--- src/rtl/core/i2cm_pkg.sv ---
`timescale 1ns / 1ps

package i2cm_pkg;

    // Item classes as they arrive on the input side.
    typedef enum logic [1:0] {
        KIND_TICK  = 2'd0,
        KIND_START = 2'd1,
        KIND_DATA  = 2'd2,
        KIND_NONE  = 2'd3
    } t_kind;

    typedef enum logic [3:0] {
        PH_IDLE      = 4'd0,
        PH_START     = 4'd1,
        PH_ADDR      = 4'd2,
        PH_ADDR_ACK  = 4'd3,
        PH_WAIT_DATA = 4'd4,
        PH_WR_BIT    = 4'd5,
        PH_WR_ACK    = 4'd6,
        PH_RD_BIT    = 4'd7,
        PH_RD_ACK    = 4'd8,
        PH_STOP_OK   = 4'd9,
        PH_STOP_NACK = 4'd10
    } t_phase;

    typedef enum logic [1:0] {
        ST_OK        = 2'd0,
        ST_BUS_BUSY  = 2'd1,
        ST_ADDR_NACK = 2'd2
    } t_status;

    // Bit 1 is SCL, bit 0 is SDA; a one releases the line.
    localparam logic [1:0] LINES_RELEASED = 2'b11;
    localparam logic [3:0] BYTE_BITS      = 4'd8;

    typedef struct packed {
        t_kind       kind;
        logic        sda_in;
        logic [7:0]  address_byte;
        logic        read_mode;
        logic [7:0]  byte_count;
        logic [7:0]  write_byte;
    } t_cmd;

    typedef struct packed {
        logic        scl_out;
        logic        sda_out;
        logic        busy_res;
        logic        need_data;
        logic [7:0]  read_byte;
        logic        read_valid;
        logic        done_res;
        t_status     status;
    } t_result;

endpackage

--- src/rtl/core/i2cm_queue.sv ---
`timescale 1ns / 1ps

module i2cm_queue #(
    parameter int WIDTH = 8,
    parameter int DEPTH = 2
) (
    input  logic             i_clk,
    input  logic             i_rst_n,
    input  logic             i_push,
    input  logic [WIDTH-1:0] i_data,
    output logic             o_full,
    input  logic             i_pop,
    output logic [WIDTH-1:0] o_data,
    output logic             o_empty
);

    localparam int AW = (DEPTH > 1) ? $clog2(DEPTH) : 1;
    localparam int CW = $clog2(DEPTH + 1);

    logic [WIDTH-1:0] r_mem [DEPTH];
    logic [AW-1:0]    r_wr_ptr, n_wr_ptr;
    logic [AW-1:0]    r_rd_ptr, n_rd_ptr;
    logic [CW-1:0]    r_count, n_count;
    logic             wr_en;
    logic             rd_en;

    assign o_full  = (r_count == CW'(DEPTH));
    assign o_empty = (r_count == '0);
    assign o_data  = r_mem[r_rd_ptr];
    assign wr_en   = i_push && !o_full;
    assign rd_en   = i_pop && !o_empty;

    always_comb begin
        n_wr_ptr = r_wr_ptr;
        n_rd_ptr = r_rd_ptr;
        n_count  = r_count;
        if (wr_en) begin
            n_wr_ptr = (r_wr_ptr == AW'(DEPTH - 1)) ? '0 : r_wr_ptr + 1'b1;
        end
        if (rd_en) begin
            n_rd_ptr = (r_rd_ptr == AW'(DEPTH - 1)) ? '0 : r_rd_ptr + 1'b1;
        end
        case ({wr_en, rd_en})
            2'b10:   n_count = r_count + 1'b1;
            2'b01:   n_count = r_count - 1'b1;
            default: n_count = r_count;
        endcase
    end

    always_ff @(posedge i_clk) begin
        if (!i_rst_n) begin
            r_wr_ptr <= '0;
            r_rd_ptr <= '0;
            r_count  <= '0;
        end else begin
            r_wr_ptr <= n_wr_ptr;
            r_rd_ptr <= n_rd_ptr;
            r_count  <= n_count;
        end
    end

    always_ff @(posedge i_clk) begin
        if (wr_en) begin
            r_mem[r_wr_ptr] <= i_data;
        end
    end

endmodule

--- src/rtl/core/i2cm_front.sv ---
`timescale 1ns / 1ps

module i2cm_front #(
    parameter int DEPTH = 2
) (
    input  logic           i_clk,
    input  logic           i_rst_n,
    input  logic           push,
    output logic           full,
    input  logic [1:0]     i_kind,
    input  logic           i_sda_in,
    input  logic [7:0]     i_address_byte,
    input  logic           i_read_mode,
    input  logic [7:0]     i_byte_count,
    input  logic [7:0]     i_write_byte,
    output i2cm_pkg::t_cmd o_cmd,
    output logic           o_cmd_empty,
    input  logic           i_cmd_pop
);
    import i2cm_pkg::*;

    t_cmd            cmd;
    logic [$bits(t_cmd)-1:0] q_out;

    // Classify the item and keep only the fields its class uses.
    always_comb begin
        cmd = '0;
        case (t_kind'(i_kind))
            KIND_TICK: begin
                cmd.kind   = KIND_TICK;
                cmd.sda_in = i_sda_in;
            end
            KIND_START: begin
                cmd.kind         = KIND_START;
                cmd.address_byte = i_address_byte;
                cmd.read_mode    = i_read_mode;
                cmd.byte_count   = i_byte_count;
            end
            KIND_DATA: begin
                cmd.kind       = KIND_DATA;
                cmd.write_byte = i_write_byte;
            end
            default: begin
                cmd.kind = KIND_NONE;
            end
        endcase
    end

    i2cm_queue #(
        .WIDTH ($bits(t_cmd)),
        .DEPTH (DEPTH)
    ) u_cmd_queue (
        .i_clk   (i_clk),
        .i_rst_n (i_rst_n),
        .i_push  (push),
        .i_data  (cmd),
        .o_full  (full),
        .i_pop   (i_cmd_pop),
        .o_data  (q_out),
        .o_empty (o_cmd_empty)
    );

    assign o_cmd = t_cmd'(q_out);

endmodule

--- src/rtl/core/i2cm_engine.sv ---
`timescale 1ns / 1ps

module i2cm_engine (
    input  logic              i_clk,
    input  logic              i_rst_n,
    input  i2cm_pkg::t_cmd    i_cmd,
    input  logic              i_cmd_empty,
    output logic              o_cmd_pop,
    output i2cm_pkg::t_result o_res,
    output logic              o_res_push,
    input  logic              i_res_full
);
    import i2cm_pkg::*;

    t_phase      r_phase, n_phase;
    logic [1:0]  r_quarter, n_quarter;
    logic [3:0]  r_bit_cnt, n_bit_cnt;
    logic [7:0]  r_shift, n_shift;
    logic [7:0]  r_bytes_left, n_bytes_left;
    logic        r_dir_read, n_dir_read;
    logic        r_data_ready, n_data_ready;
    logic [1:0]  r_lines, n_lines;

    logic        take;
    logic [7:0]  rd_byte;
    logic        rd_valid;
    logic        done;
    t_status     status;
    logic [3:0]  bit_inc;
    logic [7:0]  bytes_dec;

    // Phase that follows a finished byte and its acknowledge.
    function automatic t_phase after_byte(input logic [7:0] left, input logic dir_read);
        t_phase ph;
        if (left == 8'd0) begin
            ph = PH_STOP_OK;
        end else if (dir_read) begin
            ph = PH_RD_BIT;
        end else begin
            ph = PH_WAIT_DATA;
        end
        return ph;
    endfunction

    assign take       = !i_cmd_empty && !i_res_full;
    assign o_cmd_pop  = take;
    assign o_res_push = take;
    assign bit_inc    = r_bit_cnt + 1'b1;
    assign bytes_dec  = r_bytes_left - 1'b1;

    always_comb begin
        n_phase      = r_phase;
        n_quarter    = r_quarter;
        n_bit_cnt    = r_bit_cnt;
        n_shift      = r_shift;
        n_bytes_left = r_bytes_left;
        n_dir_read   = r_dir_read;
        n_data_ready = r_data_ready;
        n_lines      = r_lines;
        rd_byte      = 8'd0;
        rd_valid     = 1'b0;
        done         = 1'b0;
        status       = ST_OK;

        case (i_cmd.kind)
            KIND_START: begin
                if (r_phase == PH_IDLE) begin
                    n_shift      = i_cmd.address_byte;
                    n_dir_read   = i_cmd.read_mode;
                    n_bytes_left = i_cmd.byte_count;
                    n_data_ready = 1'b0;
                    n_bit_cnt    = 4'd0;
                    n_quarter    = 2'd0;
                    n_lines      = LINES_RELEASED;
                    n_phase      = PH_START;
                end
            end
            KIND_DATA: begin
                if (r_phase == PH_WAIT_DATA && !r_data_ready) begin
                    n_shift      = i_cmd.write_byte;
                    n_data_ready = 1'b1;
                end
            end
            KIND_TICK: begin
                case (r_phase)
                    PH_IDLE: begin
                    end
                    PH_START: begin
                        if (r_quarter == 2'd0) begin
                            if (!i_cmd.sda_in) begin
                                n_lines      = LINES_RELEASED;
                                n_phase      = PH_IDLE;
                                n_quarter    = 2'd0;
                                n_bit_cnt    = 4'd0;
                                n_data_ready = 1'b0;
                                done         = 1'b1;
                                status       = ST_BUS_BUSY;
                            end else begin
                                n_lines[0] = 1'b0;
                                n_quarter  = 2'd1;
                            end
                        end else if (r_quarter == 2'd1) begin
                            if (i_cmd.sda_in) begin
                                n_lines      = LINES_RELEASED;
                                n_phase      = PH_IDLE;
                                n_quarter    = 2'd0;
                                n_bit_cnt    = 4'd0;
                                n_data_ready = 1'b0;
                                done         = 1'b1;
                                status       = ST_BUS_BUSY;
                            end else begin
                                n_quarter = 2'd2;
                            end
                        end else begin
                            n_phase   = PH_ADDR;
                            n_quarter = 2'd0;
                            n_bit_cnt = 4'd0;
                        end
                    end
                    PH_WAIT_DATA: begin
                        if (r_data_ready) begin
                            n_data_ready = 1'b0;
                            n_phase      = PH_WR_BIT;
                            n_quarter    = 2'd0;
                            n_bit_cnt    = 4'd0;
                        end
                    end
                    PH_ADDR, PH_ADDR_ACK, PH_WR_BIT, PH_WR_ACK, PH_RD_BIT, PH_RD_ACK: begin
                        n_quarter = r_quarter + 1'b1;
                        case (r_quarter)
                            2'd0: n_lines[1] = 1'b0;
                            2'd2: n_lines[1] = 1'b1;
                            2'd1: begin
                                if (r_phase == PH_ADDR || r_phase == PH_WR_BIT) begin
                                    n_lines[0] = r_shift[7];
                                    n_shift    = {r_shift[6:0], 1'b0};
                                end else if (r_phase == PH_RD_ACK) begin
                                    // The final read byte gets a NACK.
                                    n_lines[0] = (r_bytes_left == 8'd1);
                                end else begin
                                    n_lines[0] = 1'b1;
                                end
                            end
                            default: begin
                                case (r_phase)
                                    PH_ADDR, PH_WR_BIT: begin
                                        n_bit_cnt = bit_inc;
                                        if (bit_inc >= BYTE_BITS) begin
                                            n_bit_cnt = 4'd0;
                                            n_phase   = (r_phase == PH_ADDR) ?
                                                        PH_ADDR_ACK : PH_WR_ACK;
                                        end
                                    end
                                    PH_RD_BIT: begin
                                        n_shift   = {r_shift[6:0], i_cmd.sda_in};
                                        n_bit_cnt = bit_inc;
                                        if (bit_inc >= BYTE_BITS) begin
                                            n_bit_cnt = 4'd0;
                                            rd_byte   = {r_shift[6:0], i_cmd.sda_in};
                                            rd_valid  = 1'b1;
                                            n_phase   = PH_RD_ACK;
                                        end
                                    end
                                    PH_ADDR_ACK: begin
                                        if (i_cmd.sda_in) begin
                                            n_phase = PH_STOP_NACK;
                                        end else begin
                                            n_bit_cnt = 4'd0;
                                            n_phase   = after_byte(r_bytes_left, r_dir_read);
                                        end
                                    end
                                    default: begin
                                        n_bytes_left = bytes_dec;
                                        n_bit_cnt    = 4'd0;
                                        n_phase      = after_byte(bytes_dec, r_dir_read);
                                    end
                                endcase
                            end
                        endcase
                    end
                    PH_STOP_OK, PH_STOP_NACK: begin
                        n_quarter = r_quarter + 1'b1;
                        case (r_quarter)
                            2'd0: n_lines[1] = 1'b0;
                            2'd1: n_lines[0] = 1'b0;
                            2'd2: n_lines[1] = 1'b1;
                            default: begin
                                n_lines[0]   = 1'b1;
                                n_phase      = PH_IDLE;
                                n_quarter    = 2'd0;
                                n_bit_cnt    = 4'd0;
                                n_data_ready = 1'b0;
                                done         = 1'b1;
                                status       = (r_phase == PH_STOP_NACK) ?
                                               ST_ADDR_NACK : ST_OK;
                            end
                        endcase
                    end
                    default: begin
                        n_lines   = LINES_RELEASED;
                        n_phase   = PH_IDLE;
                        n_quarter = 2'd0;
                    end
                endcase
            end
            default: begin
            end
        endcase

        o_res.scl_out    = n_lines[1];
        o_res.sda_out    = n_lines[0];
        o_res.busy_res   = (n_phase != PH_IDLE);
        o_res.need_data  = (n_phase == PH_WAIT_DATA) && !n_data_ready;
        o_res.read_byte  = rd_byte;
        o_res.read_valid = rd_valid;
        o_res.done_res   = done;
        o_res.status     = status;
    end

    always_ff @(posedge i_clk) begin
        if (!i_rst_n) begin
            r_phase      <= PH_IDLE;
            r_quarter    <= 2'd0;
            r_bit_cnt    <= 4'd0;
            r_shift      <= 8'd0;
            r_bytes_left <= 8'd0;
            r_dir_read   <= 1'b0;
            r_data_ready <= 1'b0;
            r_lines      <= LINES_RELEASED;
        end else if (take) begin
            r_phase      <= n_phase;
            r_quarter    <= n_quarter;
            r_bit_cnt    <= n_bit_cnt;
            r_shift      <= n_shift;
            r_bytes_left <= n_bytes_left;
            r_dir_read   <= n_dir_read;
            r_data_ready <= n_data_ready;
            r_lines      <= n_lines;
        end
    end

endmodule

--- src/rtl/core/i2c_master_byte_transfer_core.sv ---
`timescale 1ns / 1ps

// I2C master byte-transfer core, stepped by items rather than by a free clock.
// Every input item is one of: a quarter-bit tick carrying the sampled SDA level,
// a start command (address byte, direction, byte count), a write byte, or a
// no-op. Each item accepted on push/full yields exactly one result item on
// empty/pop, in order, carrying the SCL and SDA drive, busy, need_data, a
// received byte with its valid flag, and done with its status.
// The front stage classifies items into a command queue; the engine pops one
// command per cycle while the result queue has room, updates the bus state
// machine and pushes the result into the result queue. A result passes
// through the command queue and then the result queue before it appears on
// the result ports. The core sustains one item per cycle while the receiver
// keeps popping: the only loop is the state update of the engine.
// When the receiver stops popping, the result queue fills, the engine holds,
// then the command queue fills and full rises; nothing is dropped.
// Synchronous reset empties both queues, returns the engine to idle and
// releases both bus lines.

module i2c_master_byte_transfer_core #(
    parameter int CMD_DEPTH = 2,
    parameter int RES_DEPTH = 2
) (
    input  logic       i_clk,
    input  logic       i_rst_n,
    input  logic       push,
    output logic       full,
    input  logic [1:0] i_kind,
    input  logic       i_sda_in,
    input  logic [7:0] i_address_byte,
    input  logic       i_read_mode,
    input  logic [7:0] i_byte_count,
    input  logic [7:0] i_write_byte,
    output logic       empty,
    input  logic       pop,
    output logic       o_scl_out,
    output logic       o_sda_out,
    output logic       o_busy_res,
    output logic       o_need_data,
    output logic [7:0] o_read_byte,
    output logic       o_read_valid,
    output logic       o_done_res,
    output logic [1:0] o_status
);
    import i2cm_pkg::*;

    t_cmd    cmd;
    logic    cmd_empty;
    logic    cmd_pop;
    t_result eng_res;
    logic    res_push;
    logic    res_full;
    logic [$bits(t_result)-1:0] res_bits;
    t_result res;

    // Front: classification and command queue.
    i2cm_front #(
        .DEPTH (CMD_DEPTH)
    ) u_front (
        .i_clk          (i_clk),
        .i_rst_n        (i_rst_n),
        .push           (push),
        .full           (full),
        .i_kind         (i_kind),
        .i_sda_in       (i_sda_in),
        .i_address_byte (i_address_byte),
        .i_read_mode    (i_read_mode),
        .i_byte_count   (i_byte_count),
        .i_write_byte   (i_write_byte),
        .o_cmd          (cmd),
        .o_cmd_empty    (cmd_empty),
        .i_cmd_pop      (cmd_pop)
    );

    // Back: the bus state machine, one command per cycle while results fit.
    i2cm_engine u_engine (
        .i_clk       (i_clk),
        .i_rst_n     (i_rst_n),
        .i_cmd       (cmd),
        .i_cmd_empty (cmd_empty),
        .o_cmd_pop   (cmd_pop),
        .o_res       (eng_res),
        .o_res_push  (res_push),
        .i_res_full  (res_full)
    );

    // Result queue decouples the engine from a stalling receiver.
    i2cm_queue #(
        .WIDTH ($bits(t_result)),
        .DEPTH (RES_DEPTH)
    ) u_res_queue (
        .i_clk   (i_clk),
        .i_rst_n (i_rst_n),
        .i_push  (res_push),
        .i_data  (eng_res),
        .o_full  (res_full),
        .i_pop   (pop),
        .o_data  (res_bits),
        .o_empty (empty)
    );

    assign res          = t_result'(res_bits);
    assign o_scl_out    = res.scl_out;
    assign o_sda_out    = res.sda_out;
    assign o_busy_res   = res.busy_res;
    assign o_need_data  = res.need_data;
    assign o_read_byte  = res.read_byte;
    assign o_read_valid = res.read_valid;
    assign o_done_res   = res.done_res;
    assign o_status     = res.status;

endmodule
--- config.mk ---
export PLATFORM = sky130hd
export DESIGN_NAME = i2c_master_byte_transfer_core
export DESIGN_NICKNAME = d
export VERILOG_FILES = /design/src/rtl/core/i2cm_pkg.sv /design/src/rtl/core/i2cm_queue.sv /design/src/rtl/core/i2cm_front.sv /design/src/rtl/core/i2cm_engine.sv /design/src/rtl/core/i2c_master_byte_transfer_core.sv
export SDC_FILE = /design/constraint.sdc
export NUM_CORES = 1
export LEC_CHECK = 0
export CAP_MARGIN = 20
export CELL_PAD_IN_SITES_DETAIL_PLACEMENT = 1
export CELL_PAD_IN_SITES_GLOBAL_PLACEMENT = 2
export CORE_MARGIN = 2
export CORE_UTILIZATION = 46
export DETAILED_ROUTE_END_ITERATION = 6
export DONT_BUFFER_PORTS = 1
export GPL_TIMING_DRIVEN = 0
export PLACE_DENSITY = 0.91
export SYNTH_ARGS = -nofsm -noshare
export SYNTH_HDL_FRONTEND = slang
export SYNTH_HIERARCHICAL = 1
export SYNTH_SLANG_ARGS = --single-unit
export TNS_END_PERCENT = 20
--- constraint.sdc ---
create_clock -name i_clk -period 4.4 [get_ports i_clk]
set_input_delay 0.22 -clock i_clk [delete_from_list [all_inputs] [get_ports i_clk]]
set_output_delay 0.22 -clock i_clk [all_outputs]
set_load 0.01 [all_outputs]
==> impl_metrics.env <==
export IMPL_crit_end="u_engine/r_lines[0]"
export IMPL_fp_dieArea_mm2=0.0162
export IMPL_synth_warning_count=6
export IMPL_worstHoldPathType="in -> reg"
export IMPL_grt_pass1_wl_um=32200
export IMPL_p_comb_share_pct=33.5
export IMPL_seq_power_share_pct=36.1
export IMPL_tns_ns=0
export IMPL_start_util_pct=46.4
export IMPL_syn_num_nets=679
export IMPL_final_max_slew_viol_count=0
export IMPL_worst_slew_pin_slew_ns=0.950
export IMPL_synth_top_area_share_pct=37.9
export IMPL_grtUsageTotal_pct=26.2
export IMPL_fp_row_count=45
export IMPL_clock_skew_ns=0.00799
export IMPL_layout_commonest_cell="edfxtp_1"
export IMPL_netlist_instances=634
export IMPL_ys_flop_type="edfxtp_1"
export IMPL_fin_crit_ns=4.05
export IMPL_slew_headroom_pct=36.1
export IMPL_cts_root_buf="clkbuf_16"
export IMPL_r2r_slack_ns=0.35
export IMPL_rsz0062_at_grt="no"
export IMPL_clock_sinks=128
export IMPL_drt_wl_total_um=20500
export IMPL_finish_utilization_pct=52.6
export IMPL_die_h_um=127
export IMPL_seq_area_frac_synth_pct=49.4
export IMPL_status="finished clean"
export IMPL_fmax_ghz=0.247
export IMPL_rr_worst_depth=11
export IMPL_dp_cells=824
export IMPL_worstSetupPathType="reg -> reg"
export IMPL_maxCapViolations=0
export IMPL_synth_edf_count=88
export IMPL_antenna_found_initial=0
export IMPL_grt_ovfl_total=0
export IMPL_wl_per_cell_um=23.8
export IMPL_numCtsBuffers=17
export IMPL_clkPwrFrac_pct=30.4
export IMPL_hold_viol=0
export IMPL_hold_depth=1
export IMPL_synth_avg_cell_area_um2=11.0
export IMPL_final_antenna_net_count=0
export IMPL_arrival_ns=4.38
export IMPL_ir_drop_mv=0.374
export IMPL_power_density_mw_per_mm2=609
export IMPL_required_ns=4.73
export IMPL_grt_max_degree=29
export IMPL_nets=704
export IMPL_final_cells=860
export IMPL_clockBufferDepth=2
export IMPL_syn2layout_area_growth_pct=13.3
export IMPL_leakage_nw=2.98
export IMPL_hpwl_um=14100
export IMPL_end_kind="register"
export IMPL_ios=50
export IMPL_final_cell_mix="edfxtp_1 (88), mux2_2 (44), nand2_1 (43), dfxtp_1 (40), o21ai_0 (31)"
export IMPL_core_area_mm2=0.0150
export IMPL_fin_crit_sh_pct=92.2
export IMPL_layout_drive_gt1_share_pct=18.9
export IMPL_switching_share_pct=35.1
export IMPL_cp_max_fo=10
export IMPL_start_kind="register"
export IMPL_drtIter0Drc=362
export IMPL_cts_setup_buffers=0
export IMPL_internal_power_w=0.00312
export IMPL_die_w_um=127
export IMPL_drc=0
export IMPL_switchingPower_w=0.00169
export IMPL_clkLatencyLatePin_ns=0.43
export IMPL_n_antenna_cell=0
export IMPL_synth_seq_cells=128
export IMPL_grt_pass1_vias=5660
export IMPL_clk_pin_slew_ns=0.06
export IMPL_io_buffers=0
export IMPL_drt_pass1_iterations=5
export IMPL_setup_viol=0
export IMPL_ys_types=80
export IMPL_netlist_area_mm2=0.00697
export IMPL_cts_max_level=4
export IMPL_routabilityCongestion=0.950
export IMPL_synthTopCellsByArea="edfxtp_1 (38%), dfxtp_1 (11%), mux2_2 (7.1%)"
export IMPL_yosys_area_top_type="edfxtp_1"
export IMPL_async_reset_ff_share_pct=0
export IMPL_num_vias=5380
export IMPL_r2r_end="u_engine/r_lines[0]"
export IMPL_cts_tree="done"
export IMPL_vias_per_cell=6.26
how the worst min path moves through the flow:
stage                               start                               to
after CTS                 i_write_byte[2]  u_front/u_cmd_queue/r_mem[0][2]
after global routing      i_write_byte[2]  u_front/u_cmd_queue/r_mem[1][2]
after global placement            i_rst_n   u_front/u_cmd_queue/r_count[0]
after detailed placement          i_rst_n           u_res_queue/r_count[0]
after floorplan                   i_rst_n   u_front/u_cmd_queue/r_count[0]
final                     i_write_byte[4]  u_front/u_cmd_queue/r_mem[0][4]
flip-flops by register name (all words and copies together) (netlist names), named ones only:
name and cells:
u_engine/r_data_ready 1, u_engine/r_quarter 2, u_res_queue/r_mem 32, u_front/u_cmd_queue/r_rd_ptr 1
u_front/u_cmd_queue/r_count 2, u_front/u_cmd_queue/r_mem 56, u_res_queue/r_count 2, u_engine/r_bit_cnt 4
u_engine/r_lines 2, u_res_queue/r_wr_ptr 1, u_engine/r_dir_read 1, u_engine/r_phase 4
u_engine/r_bytes_left 8, u_engine/r_shift 8, u_res_queue/r_rd_ptr 1, u_front/u_cmd_queue/r_wr_ptr 1
synthesized netlist by cell type (all sizes together) (3+ instances only):
library cell  number
xnor2             10
and2              15
mux2i              6
nor2b             13
o211ai             6
clkbuf            17
or2                3
edfxtp            88
o21a              10
a22oi              9
a211oi             6
buf               30
nor2              22
inv               22
o31ai              5
a21oi             30
a21o               3
and3               7
a21boi            12
nand2b            13
nor4               7
nand3b             4
nand3             17
mux2              44
o211a             11
nor3b              6
or3                5
o311ai             5
and3b             25
nand2             43
nor3              10
dfxtp             40
nor4bb             3
ha                13
or3b               3
o21ai             33
critical path, cell delays in order, from the launching register on:
cell      delay (ns)
dfxtp_1         0.31
buf_2           0.25
buf_2           0.33
mux2_2          0.42
inv_1           0.09
ha_1            0.15
clkbuf_1        0.39
clkbuf_1        0.44
clkbuf_1        0.48
clkbuf_1        0.60
a21oi_1         0.21
o211ai_1        0.26
cell type report:
| cell class | count | area [um^2] |
|---|---|---|
| plain buffers | 47 | 265 |
| clock buffers | 21 | 460 |
| clock inverters | 11 | 154 |
| fillers | 1571 | 7130 |
| inverters | 22 | 82.6 |
| multi-input cells | 437 | 3180 |
| flip-flops and latches | 128 | 3440 |
| well taps | 188 | 235 |
| repair buffers | 6 | 77.6 |
power groups by stage:
stage	clock network [W]	logic [W]	registers (W)
floorplan	0	0.00116	0.00170
global placement	0	0.00148	0.00173
detailed placement	0	0.00155	0.00176
CTS	0.00149	0.00158	0.00174
global route	0.00153	0.00174	0.00177
finish	0.00146	0.00161	0.00174
kinds of logic after synthesis:
group | after synthesis | share of synthesized area (%)
DFF | 128 | 49.4
xor gates and xnor gates | 12 | 1.51
and+or+nand+nor | 205 | 17.7
muxes | 50 | 7.97
AOI/OAI and AO/OA | 157 | 16.2
buffers and inverters | 69 | 4.99
adders and majority gates | 13 | 2.33
per-stage QoR:
stage,area (um^2),setup WS (ns),hold WS (ns),total power [W]
floorplan,6970,1.45,0.342,0.00286
global route,7900,0.117,0.0512,0.00504
CTS,7870,0.425,0.0330,0.00481
finish,7900,0.345,0.0531,0.00481
global placement,7210,0.595,0.345,0.00321
detailed placement,7230,0.496,0.351,0.00330
routing by layer:
metal  share of wire [%]  vias to the layer above  track usage [%]  routed length, um
met5                   0                        -                0                  0
met4                 2.7                        0             11.4                555
li1                    -                     2423                -                  -
met1                  42                     2715             33.0               8650
met2                  50                      199             44.5              10200
met3                 5.1                       43             4.61               1040
repair_timing:
action	in CTS	in global routing
endpoints found under the hold margin	14	0
gates resized for setup	0	0
hold buffers	3	0
Note: power is estimated with default switching activity, not from simulation.
